===== config.mk =====
export PLATFORM = sky130hd
export DESIGN_NAME = rpn_ram
export DESIGN_NICKNAME = d
export VERILOG_FILES = /design/src/rtl/rpn_ram.sv
export SDC_FILE = /design/constraint.sdc
export NUM_CORES = 2
export LEC_CHECK = 0
export BUFFER_PORTS_ARGS = -buffer_cell sky130_fd_sc_hd__buf_4
export CELL_PAD_IN_SITES_DETAIL_PLACEMENT = 1
export CELL_PAD_IN_SITES_GLOBAL_PLACEMENT = 1
export CORE_ASPECT_RATIO = 1.2
export CORE_MARGIN = 10
export CORE_UTILIZATION = 35
export CTS_CLUSTER_DIAMETER = 200
export DETAILED_ROUTE_END_ITERATION = 8
export GPL_ROUTABILITY_DRIVEN = 0
export PLACE_DENSITY_LB_ADDON = 0.1
export SLEW_MARGIN = 0
export SYNTH_ARGS = -nofsm -noshare
export SYNTH_HDL_FRONTEND = slang
export SYNTH_SLANG_ARGS = --single-unit

===== constraint.sdc =====
create_clock -name clk_i -period 7.7 [get_ports clk_i]
set_input_delay 0.385 -clock clk_i [delete_from_list [all_inputs] [get_ports clk_i]]
set_output_delay 0.385 -clock clk_i [all_outputs]
set_load 0.005 [all_outputs]

===== src/rtl/rpn_ram.sv =====
// generic single-port-write, single-read ram with registered read
module rpn_ram #(
  parameter int unsigned Width = 32,
  parameter int unsigned Depth = 128
) (
  input  logic                     clk_i,
  input  logic                     we_i,
  input  logic [$clog2(Depth)-1:0] waddr_i,
  input  logic [Width-1:0]         wdata_i,
  input  logic [$clog2(Depth)-1:0] raddr_i,
  output logic [Width-1:0]         rdata_o
);

  logic [Width-1:0] mem_q [Depth];

  // write port and registered read
  always_ff @(posedge clk_i) begin
    if (we_i) begin
      mem_q[waddr_i] <= wdata_i;
    end
    rdata_o <= mem_q[raddr_i];
  end

endmodule


==> summary.md <==
| Metric | Value |
|---|---|
| Post-synth EDFFs | `4096` |
| Clock buffer count from CTS | `about 440` |
| Post-CTS setup buffer count | `0` |
| Vias per cell | `between 5 and 6` |
| Post-layout min period | `3310 ps` |
| Worst Path Max Fanout | `87` |
| Clock power share | `43.2%` |
| FMAX | `0.302 GHz` |
| Drt initial violations | `about 7.5k` |
| # resized after CTS | `0` |
| Via count | `70.7k` |
| Gr ovfl total | `0` |
| Most instantiated cells after synthesis | `4096 x edfxtp_1, 1344 x mux4_2, 182 x clkbuf_1` |
| Slew HR | `8.44%` |
| Worst vdd ir | `0.000185 V` |
| WL/cell | `39.0 um` |
| CTS tree | `yes` |
| Synth Area per Inst | `26.1 um2` |
| Root Driver | `clkbuf_16` |
| IO Count | `80` |
| Mapped Cells | `roughly 6k` |
| Leak | `54.5 nW` |
| Skew-Pair Late Insertion Delay | `1030 ps` |
| Area Growth Syn to Fin | `15.4%` |
| Power Dens Cells | `268 mW/mm2` |
| Final Cycle Share | `43.0%` |
| Final Max Tran Viols | `0` |
| Crit start category | `primary input` |
| Die area | `0.474 mm2` |
| Metal3 WL | `approximately 22000 um` |
| Initial Utilization | `35.2%` |
| Multi-input gate area | `0.0323 mm2` |
| Max Root-Sink Buffers | `4` |
| M1 WL | `204000 um` |
| Clock H-tree levels | `5` |
| Comb pwr share | `around 5.2%` |
| Setup slack, reg-to-reg | `4870 ps` |
| Synth Area in Simple Gates | `0.446%` |
| Worst Tran Pin Value | `1370 ps` |
| Final setup viols | `0` |
| Global-route wire length before repair | `675000 um` |
| XOR/XNOR Fraction of Synth Area | `0%` |
| Nets | `6492` |
| Routed Antenna Nets | `0` |
| Mux cell area share after synthesis | `19.6%` |
| Seq/Total Area, Yosys | `about four fifths` |
| RSZ-0062 raised after global routing | `no` |
| Net Sw Power | `10.7 mW` |
| Fin Setup TNS | `0 ps` |
| All-Layer GR Usage | `20.7%` |
| Post-synth top area cell | `edfxtp_1` |
| DRT Wirelength | `499000 um` |
| #FFs+latches synth | `4128` |
| CTS sink count | `4128` |
| Top-area cell type share of the netlist area | `between 70% and 80%` |
| Synth top area cells | `edfxtp_1 79%, mux4_2 19%, clkbuf_1 0.44%` |
| 1st-pass router iterations | `5` |
| Sw frac | `about 22%` |
| Syn Std Cell Area | `0.156 mm2` |
| FP Rows | `268` |
| Post-route DRC violation count | `0` |
| Seq pwr share | `51.6%` |
| Compound-cell area share of the yosys netlist | `0%` |
| Fin util | `around two fifths` |
| Hold Violations, Final | `0` |
| Status | `complete, no violations` |
| Met2 WL | `260000 um` |
| Netlist cell types | `17` |
| Adder-Cell Fraction of Synth Area | `0%` |
| Largest net degree at the start of global routing | `112` |
| Final clock skew | `70.9 ps` |
| Required time of the critical path | `8550 ps` |
| Critical Path AT | `4160 ps` |
| Kind of critical path | `in2reg` |
| Port Buffers | `79` |
| Predominant post-synthesis flop cell | `edfxtp_1` |
| Core Box Area | `0.444 mm2` |
| Internal power | `37.6 mW` |
| Die width | `630 um` |
| Die Height | `752 um` |
| Post-synth net total | `6038` |
| # Max-Cap Violations | `0` |
| Initial antenna violation count | `64` |
| Clock transition at path regs | `60 ps` |
| Reg area | `0.124 mm2` |
| DR top layer | `met5` |
| Detailed placer's ending HPWL | `roughly 270000 um` |
| Largest family of logic cells by synthesized area | `multiplexers` |
| Top-count cell post-synth | `edfxtp_1` |
| Vias in the first global route | `76.2k` |
| CP Capture Type | `flip-flop` |
| Ratio of cells with drive above 1 in the final layout | `35.5%` |
| Ys Warns | `0` |
| WHS | `55.8 ps` |
| Fillers | `40.3k` |
| Hold Crit Class | `in2reg` |
| Post-synthesis async set-or-reset flop share | `0%` |
[power by group through the flow]
stage / registers [mW] / clock network [mW] / logic, mW
after floorplan: 25.3 / 0 / 1.20
after CTS: 24.9 / 21.4 / 2.61
final: 24.9 / 20.9 / 2.51
after detailed placement: 25.4 / 0 / 2.59
after global routing: 24.9 / 22.2 / 2.63
after global placement: 25.4 / 0 / 2.56
[path summary, 6_finish.rpt]
path | cells after the start | from | to
max | 6 | raddr_i[0] | rdata_o[1]$_DFF_P_
min | 1 | wdata_i[23] | mem_q[104][23]$_DFFE_PP_
max reg2reg | 4 | mem_q[23][28]$_DFFE_PP_ | rdata_o[28]$_DFF_P_
min reg2reg | 4 | mem_q[108][5]$_DFFE_PP_ | rdata_o[5]$_DFF_P_
[cell families (layout without fill, tap and decap cells)]
| group | Yosys count | count (layout) |
|---|---|---|
| other | 0 | 44 |
| DFF | 4128 | 4128 |
| muxes | 1376 | 1376 |
| and+or+nand+nor | 170 | 170 |
| buffers and inverters | 316 | 1122 |
[routing by layer]
layer  GRT usage (%)  vias up
met1            27.1    40839
met3            2.65      564
met5               0        -
li1                -    27377
met4            5.09        6
met2            36.7     1888
[what timing repair did]
item / in CTS / in global routing
setup endpoints to repair: 0 / 0
hold buffers: 27 / 0
endpoints found under the hold margin: 1195 / 0
[cells in the final DEF, fill, tap and decap left out, types with 11 or more instances in the layout]
master,instances
buf_12,23
buf_4,278
bufinv_16,40
clkbuf_1,99
clkbuf_16,437
clkbuf_8,11
clkinv_1,95
clkinv_2,68
clkinvlp_4,13
dfxtp_1,32
diode_2,44
dlygate4sd3_1,27
edfxtp_1,4096
mux2_2,32
mux4_2,1344
nand2_1,11
nor2_4,119
[state kept, by name, summed over array words and instances (netlist names)]
name,cells
rdata_o,32
mem_q,4096
[area by class of cell]
cell class                 count  area share [%]
sequential                  4128            68.6
multi-input combinational   1546            17.9
clock buffer                 547            6.35
tap                         5940            4.12
timing repair buffer         333            1.61
clock inverter               242            1.39
antenna                       44          0.0611
[stage by stage]
step                worst slack (ps)  instance area [um2]  std cells  power (mW)
floorplan                       4080               156000       5990        26.5
global placement                3300               166000      11920        28.0
detailed placement              3290               166000      11920        28.0
CTS                             4440               180000      12736        48.9
global route                    4300               180000      12763        49.8
finish                          4390               180000      12780        48.3
[critical path, stage by stage]
cell    delay [ps]
buf_16         490
buf_12         610
mux4_2         600
mux4_2         620
mux4_2         680
mux2_2         370
Power figures use the tool's default switching activity.
