==> src/rtl/rpn_pkg.sv <==
// shared types, constants and command codes of the rpn stack calculator
package rpn_pkg;

  localparam int unsigned StackDepthDef = 128;
  localparam int unsigned ValW = 32;

  typedef enum logic [3:0] {
    CmdPush  = 4'd0,
    CmdAdd   = 4'd1,
    CmdSub   = 4'd2,
    CmdMul   = 4'd3,
    CmdDiv   = 4'd4,
    CmdMod   = 4'd5,
    CmdPop   = 4'd6,
    CmdPeek  = 4'd7,
    CmdDup   = 4'd8,
    CmdSwap  = 4'd9,
    CmdFlush = 4'd10
  } cmd_e;

  // request and reply between sequencer and divider
  typedef struct packed {
    logic              start;
    logic              is_mod;
    logic signed [31:0] a;
    logic signed [31:0] b;
  } div_req_t;

  typedef struct packed {
    logic               done;
    logic signed [31:0] res;
    logic               sat;
  } div_rsp_t;

endpackage

==> src/rtl/rpn_div.sv <==
// radix-2 restoring divider for q16.16 div and integer mod
module rpn_div
  import rpn_pkg::*;
(
  input  logic     clk_i,
  input  logic     rst_ni,
  input  div_req_t req_i,
  output div_rsp_t rsp_o
);

  localparam int unsigned NumW = 48;

  logic            busy_q, busy_d;
  logic [5:0]      cnt_q, cnt_d;
  logic [NumW-1:0] num_q, num_d;   // dividend magnitude, shifted out msb first
  logic [31:0]     den_q, den_d;
  logic [32:0]     rem_q, rem_d;
  logic [NumW-1:0] quo_q, quo_d;
  logic            neg_q, neg_d;   // quotient negative
  logic            rneg_q, rneg_d; // remainder negative
  logic            mod_q, mod_d;
  logic            done_q, done_d;

  logic [31:0] ma, mb;
  logic [32:0] trial;
  logic [31:0] am, bm;
  logic signed [NumW:0] sq;

  always_comb begin
    // operand magnitudes; mod keeps only the integer part, truncated toward zero
    am = req_i.a[31] ? 32'(-req_i.a) : 32'(req_i.a);
    bm = req_i.b[31] ? 32'(-req_i.b) : 32'(req_i.b);
    if (req_i.is_mod) begin
      ma = {16'd0, am[31:16]};
      mb = {16'd0, bm[31:16]};
    end else begin
      ma = am;
      mb = bm;
    end
  end

  assign trial = {rem_q[31:0], num_q[NumW-1]} - {1'b0, den_q};

  // one quotient bit per cycle
  always_comb begin
    busy_d = busy_q;
    cnt_d  = cnt_q;
    num_d  = num_q;
    den_d  = den_q;
    rem_d  = rem_q;
    quo_d  = quo_q;
    neg_d  = neg_q;
    rneg_d = rneg_q;
    mod_d  = mod_q;
    done_d = 1'b0;
    if (req_i.start) begin
      busy_d = 1'b1;
      cnt_d  = 6'(NumW);
      num_d  = req_i.is_mod ? {16'd0, ma} : {ma, 16'd0};
      den_d  = mb;
      rem_d  = '0;
      quo_d  = '0;
      mod_d  = req_i.is_mod;
      neg_d  = req_i.a[31] ^ req_i.b[31];
      rneg_d = req_i.is_mod ? req_i.a[31] : 1'b0;
    end else if (busy_q) begin
      num_d = {num_q[NumW-2:0], 1'b0};
      if (!trial[32]) begin
        rem_d = trial;
        quo_d = {quo_q[NumW-2:0], 1'b1};
      end else begin
        rem_d = {rem_q[31:0], num_q[NumW-1]};
        quo_d = {quo_q[NumW-2:0], 1'b0};
      end
      cnt_d = cnt_q - 6'd1;
      if (cnt_q == 6'd1) begin
        busy_d = 1'b0;
        done_d = 1'b1;
      end
    end
  end

  always_ff @(posedge clk_i or negedge rst_ni) begin
    if (!rst_ni) begin
      busy_q <= 1'b0;
      done_q <= 1'b0;
      cnt_q  <= '0;
    end else begin
      busy_q <= busy_d;
      done_q <= done_d;
      cnt_q  <= cnt_d;
    end
  end

  always_ff @(posedge clk_i) begin
    num_q  <= num_d;
    den_q  <= den_d;
    rem_q  <= rem_d;
    quo_q  <= quo_d;
    neg_q  <= neg_d;
    rneg_q <= rneg_d;
    mod_q  <= mod_d;
  end

  // sign fix of the finished quotient or mod remainder, and saturation of the quotient
  always_comb begin
    sq = neg_q ? -$signed({1'b0, quo_q}) : $signed({1'b0, quo_q});
    rsp_o.done = done_q;
    rsp_o.sat  = 1'b0;
    if (mod_q) begin
      rsp_o.res = rneg_q ? -$signed({rem_q[15:0], 16'd0}) : $signed({rem_q[15:0], 16'd0});
    end else if (sq > $signed(49'sh0_7FFF_FFFF)) begin
      rsp_o.res = 32'sh7FFF_FFFF;
      rsp_o.sat = 1'b1;
    end else if (sq < -$signed(49'sh0_8000_0000)) begin
      rsp_o.res = 32'sh8000_0000;
      rsp_o.sat = 1'b1;
    end else begin
      rsp_o.res = sq[31:0];
    end
  end

endmodule

==> config.mk <==
export PLATFORM = sky130hd
export DESIGN_NAME = rpn_div
export DESIGN_NICKNAME = d
export VERILOG_FILES = /design/src/rtl/rpn_pkg.sv /design/src/rtl/rpn_div.sv
export SDC_FILE = /design/constraint.sdc
export NUM_CORES = 1
export LEC_CHECK = 0
export BUFFER_PORTS_ARGS = -buffer_cell sky130_fd_sc_hd__buf_2
export CELL_PAD_IN_SITES_DETAIL_PLACEMENT = 0
export CELL_PAD_IN_SITES_GLOBAL_PLACEMENT = 1
export CORE_MARGIN = 3
export CORE_UTILIZATION = 37
export DETAILED_ROUTE_END_ITERATION = 8
export HOLD_SLACK_MARGIN = 0.03
export PLACE_DENSITY_LB_ADDON = 0.05
export RECOVER_POWER = 25
export SLEW_MARGIN = 20
export SYNTH_ARGS = -nofsm -noshare
export SYNTH_HDL_FRONTEND = slang
export SYNTH_SLANG_ARGS = --single-unit
==> constraint.sdc <==
create_clock -name clk_i -period 6.2 [get_ports clk_i]
set_clock_uncertainty 0.1 [all_clocks]
set_input_delay 0.31 -clock clk_i [delete_from_list [all_inputs] [get_ports clk_i]]
set_output_delay 0.31 -clock clk_i [all_outputs]
set_load 0.01 [all_outputs]
==> metrics.md <==
| Metric | Value |
|---|---|
| Synth Area in Compound Gates | a little over a fifth |
| Layout Nets | 1,559 |
| Number of synthesis warnings | 0 |
| Pwr Density | 210 nW/um^2 |
| Synth cell types | 75 |
| Setup TNS | 0 ps |
| Synthesized flop and latch total | 171 |
| Clock Sinks | 171 |
| Most area-hungry cell type in the Yosys netlist | edfxtp_1 |
| Worst hold path type | in -> reg |
| Number of global-route vias before repair | 9,681 |
| Gpl congestion | ~0.86 |
| IO Count | slightly above 100 |
| CP Launch Type | register |
| Ys flop type | edfxtp_1 |
| Clock transition at path regs | about 70 ps |
| Worst skew pair latency | 430 ps |
| Worst-margin pin slew | about 2800 ps |
| Post-CTS setup buffers | 0 |
| Crit Path Max Fanout | 16 |
| RSZ-0062 raised after global routing | no |
| Commonest non-fill, non-tap cell in the layout | nor2_1 |
| CTS Buf Count | 17 |
| DR pass1 iterations | 5 |
| Die X | 188 um |
| Cells after Synth | 1,410 |
| Largest net degree at the start of global routing | 65 |
| Static Leak | 5.79 nW |
| Seq/Total Area, Yosys | around a third |
| Main area contributors after synthesis | edfxtp_1, dfxtp_1, mux2i_1 |
| Final setup margin | 724 ps |
| Relative slew slack | -84.8% |
| Max Clk Rate | 183 MHz |
| Post-Syn Area | 12,300 sq um |
| Antenna Cells | 0 |
| Post-Syn Nets | between 1.5k and 2k |
| Avg Cell Area, Syn | approximately 8.7 sq um |
| Worst EP required | 5790 ps |
| Xor/xnor share of the synthesized area | 9.65% |
| Cell at the root of the clock tree | clkbuf_16 |
| Max Buffers Root-to-Sink | 2 |
| Post_cts resized | 0 |
| Share of the synthesized area in the top cell type | between 20% and 30% |
| Die ar. | 35,300 sq um |
| Outcome | finished with violations |
| Pre-CTS WS | 1180 ps |
| DRT antenna net count | 0 |
| Most frequent cells in the layout | nor2_1, nand2_1, inv_1 |
| Wire length per cell | 17.3 um |
| Total track usage | 18.4% |
| Max cap viols | 4 |
| Die height | 188 um |
| First-pass GRT wire length | roughly 53 mm |
| Final worst-path cycle share | 88.3% |
| Multiplexer area fraction after synthesis | between 6 and 7% |
| Post-synth EDFFs | 83 |
| Peak VDD IR | roughly 0.17 mV |
| Number of cell rows | 66 |
| Initial core utilization | between 30 and 40% |
| Post-synthesis adder-cell area fraction | 4.04% |
| Layout cell share with drive strength beyond 1 | around 13% |
| Overflow after GRT | 0 |
| Count of final hold-check violations | 0 |
| Synth-to-Final Area Change | 11.2% |
| Drt first-iter violations | 472 |
| Via density | about 5.4 |
| Dpl hpwl | 24.6 mm |
| Antenna violations before repair | 0 |
| DRC Markers | 0 |
| Synth Area in Simple Gates | 17.2% |
| Failing checks | max-capacitance violations, max-slew violations |
| H-tree depth | 4 |
| Fin crit period | 5480 ps |
| Largest family of logic cells by synthesized area | compound AO/OA/AOI/OAI gates |
| CTS tree | done |
| Core area | 32,600 sq um |
| Final setup violating endpoints | 0 |
| Routed wire length | 33.0 mm |
| Routed vias | about 10k |
| Worst Path Class, Setup | reg -> out |
| PortBufs | a little over 100 |
| Max Slew Vio Count | 224 |
| Ys async rst share | 4.68% |
| CP endpoint kind | output port |
| Crit path DAT | 5070 ps |
==> cell families after synthesis <==
logic type               after synthesis
AND/OR/NAND/NOR                      434
AO/OA/AOI/OAI                        354
buffers and inverters                199
flip-flops                           171
XOR/XNOR                             135
multiplexers                          78
adder cells (fa/ha/maj)               39
==> flip-flops by register name (all words and copies together) (netlist names) <==
register / flops
busy_q: 1
den_q: 32
rem_q: 32
mod_q: 1
done_q: 1
cnt_q: 6
rneg_q: 1
num_q: 48
quo_q: 48
neg_q: 1
==> layout make-up <==
cell class                 count  area (sq um)
fill                        3356         19000
multi-input combinational   1040          7190
sequential                   171          4300
timing repair buffer         116           604
tap                          442           553
clock buffer                  22           507
inverter                     106           399
clock inverter                10          77.6
==> synthesized netlist by cell type, types with 4 or more instances <==
| library cell | number |
|---|---|
| a211oi_1 | 21 |
| a21o_1 | 17 |
| a21oi_1 | 54 |
| a311oi_1 | 11 |
| a31o_2 | 6 |
| a31oi_1 | 10 |
| and2_1 | 4 |
| and3_1 | 5 |
| buf_1 | 7 |
| buf_6 | 5 |
| clkbuf_1 | 77 |
| dfrtp_1 | 8 |
| dfxtp_1 | 80 |
| edfxtp_1 | 83 |
| ha_1 | 38 |
| inv_1 | 106 |
| mux2_2 | 5 |
| mux2i_1 | 73 |
| nand2_1 | 113 |
| nand2b_1 | 13 |
| nand3_1 | 20 |
| nand3b_1 | 4 |
| nand4_1 | 14 |
| nor2_1 | 146 |
| nor2b_1 | 11 |
| nor3_1 | 17 |
| nor4_1 | 18 |
| o2111ai_1 | 6 |
| o211ai_1 | 5 |
| o21a_1 | 5 |
| o21ai_0 | 64 |
| o22ai_1 | 49 |
| o311ai_2 | 13 |
| o31ai_1 | 33 |
| o31ai_2 | 16 |
| o41ai_1 | 16 |
| or2_2 | 6 |
| or3_1 | 18 |
| or4_1 | 28 |
| or4_4 | 4 |
| xnor2_1 | 53 |
| xor2_1 | 82 |
==> final timing paths <==
check | from | to | slack (ps) | depth (start not counted)
setup / recovery | quo_q[16]$_SDFFE_PP0P_ | rsp_o[4] | 720 | 11
hold / removal | req_i[46] | num_q[30]$_DFFE_PP_ | 160 | 3
setup reg to reg | rem_q[10]$_SDFFE_PP0P_ | rem_q[3]$_SDFFE_PP0P_ | 1790 | 11
hold reg to reg | rem_q[28]$_SDFFE_PP0P_ | rem_q[28]$_SDFFE_PP0P_ | 400 | 2
max in group asynchronous | rst_ni | busy_q$_DFF_PN0_ | 5390 | 2
min in group asynchronous | rst_ni | cnt_q[5]$_DFFE_PN0P_ | 250 | 2
==> stage by stage <==
stage | area (sq um) | cells | hold slack, ps | util, % | total power (W)
after floorplan | 12300 | 1410 | -85.6 | - | 0.00166
after global placement | 13100 | 1874 | 72.0 | 40.0 | 0.00182
after detailed placement | 13100 | 1874 | 72.9 | 40.0 | 0.00182
after CTS | 13600 | 1907 | 137 | 41.8 | 0.00291
after global routing | 13600 | 1907 | 158 | 41.8 | 0.00302
final | 13600 | 1907 | 161 | 41.8 | 0.00287
==> per-layer routing <==
layer  wire (um)  part of all wire [%]  global-route usage (%)  vias to the layer above
met2       14300                    43                    27.7                      207
met1       17000                    52                    27.7                     4847
li1            -                     -                       -                     5226
met5           0                     0                       0                        -
met4         476                   1.4                    4.47                        0
met3        1260                   3.8                    2.92                       25
==> power breakdown <==
part / internal (W) / total, W / leakage (nW) / switching (W)
clock network: 0.000591 / 0.00107 / 0.295 / 0.000482
registers: 0.00126 / 0.00129 / 1.64 / 0.0000321
logic: 0.000198 / 0.000503 / 3.86 / 0.000305
total: 0.00205 / 0.00287 / 5.79 / 0.000819
==> timing repair <==
item                                    4_1_cts  5_1_grt
hold endpoints to repair                      8        0
hold buffers                                  1        0
endpoints found under the setup margin        0        0
==> critical path, stage by stage, from the launching register on <==
cell,delay [ps]
dfxtp_1,380
or4_4,600
or4_1,560
nor4_1,850
a31o_2,270
xnor2_1,80
nor4_1,390
nand4_1,240
nand2_1,590
buf_4,380
o31ai_2,110
buf_2,180
Note: power is estimated with default switching activity, not from simulation.
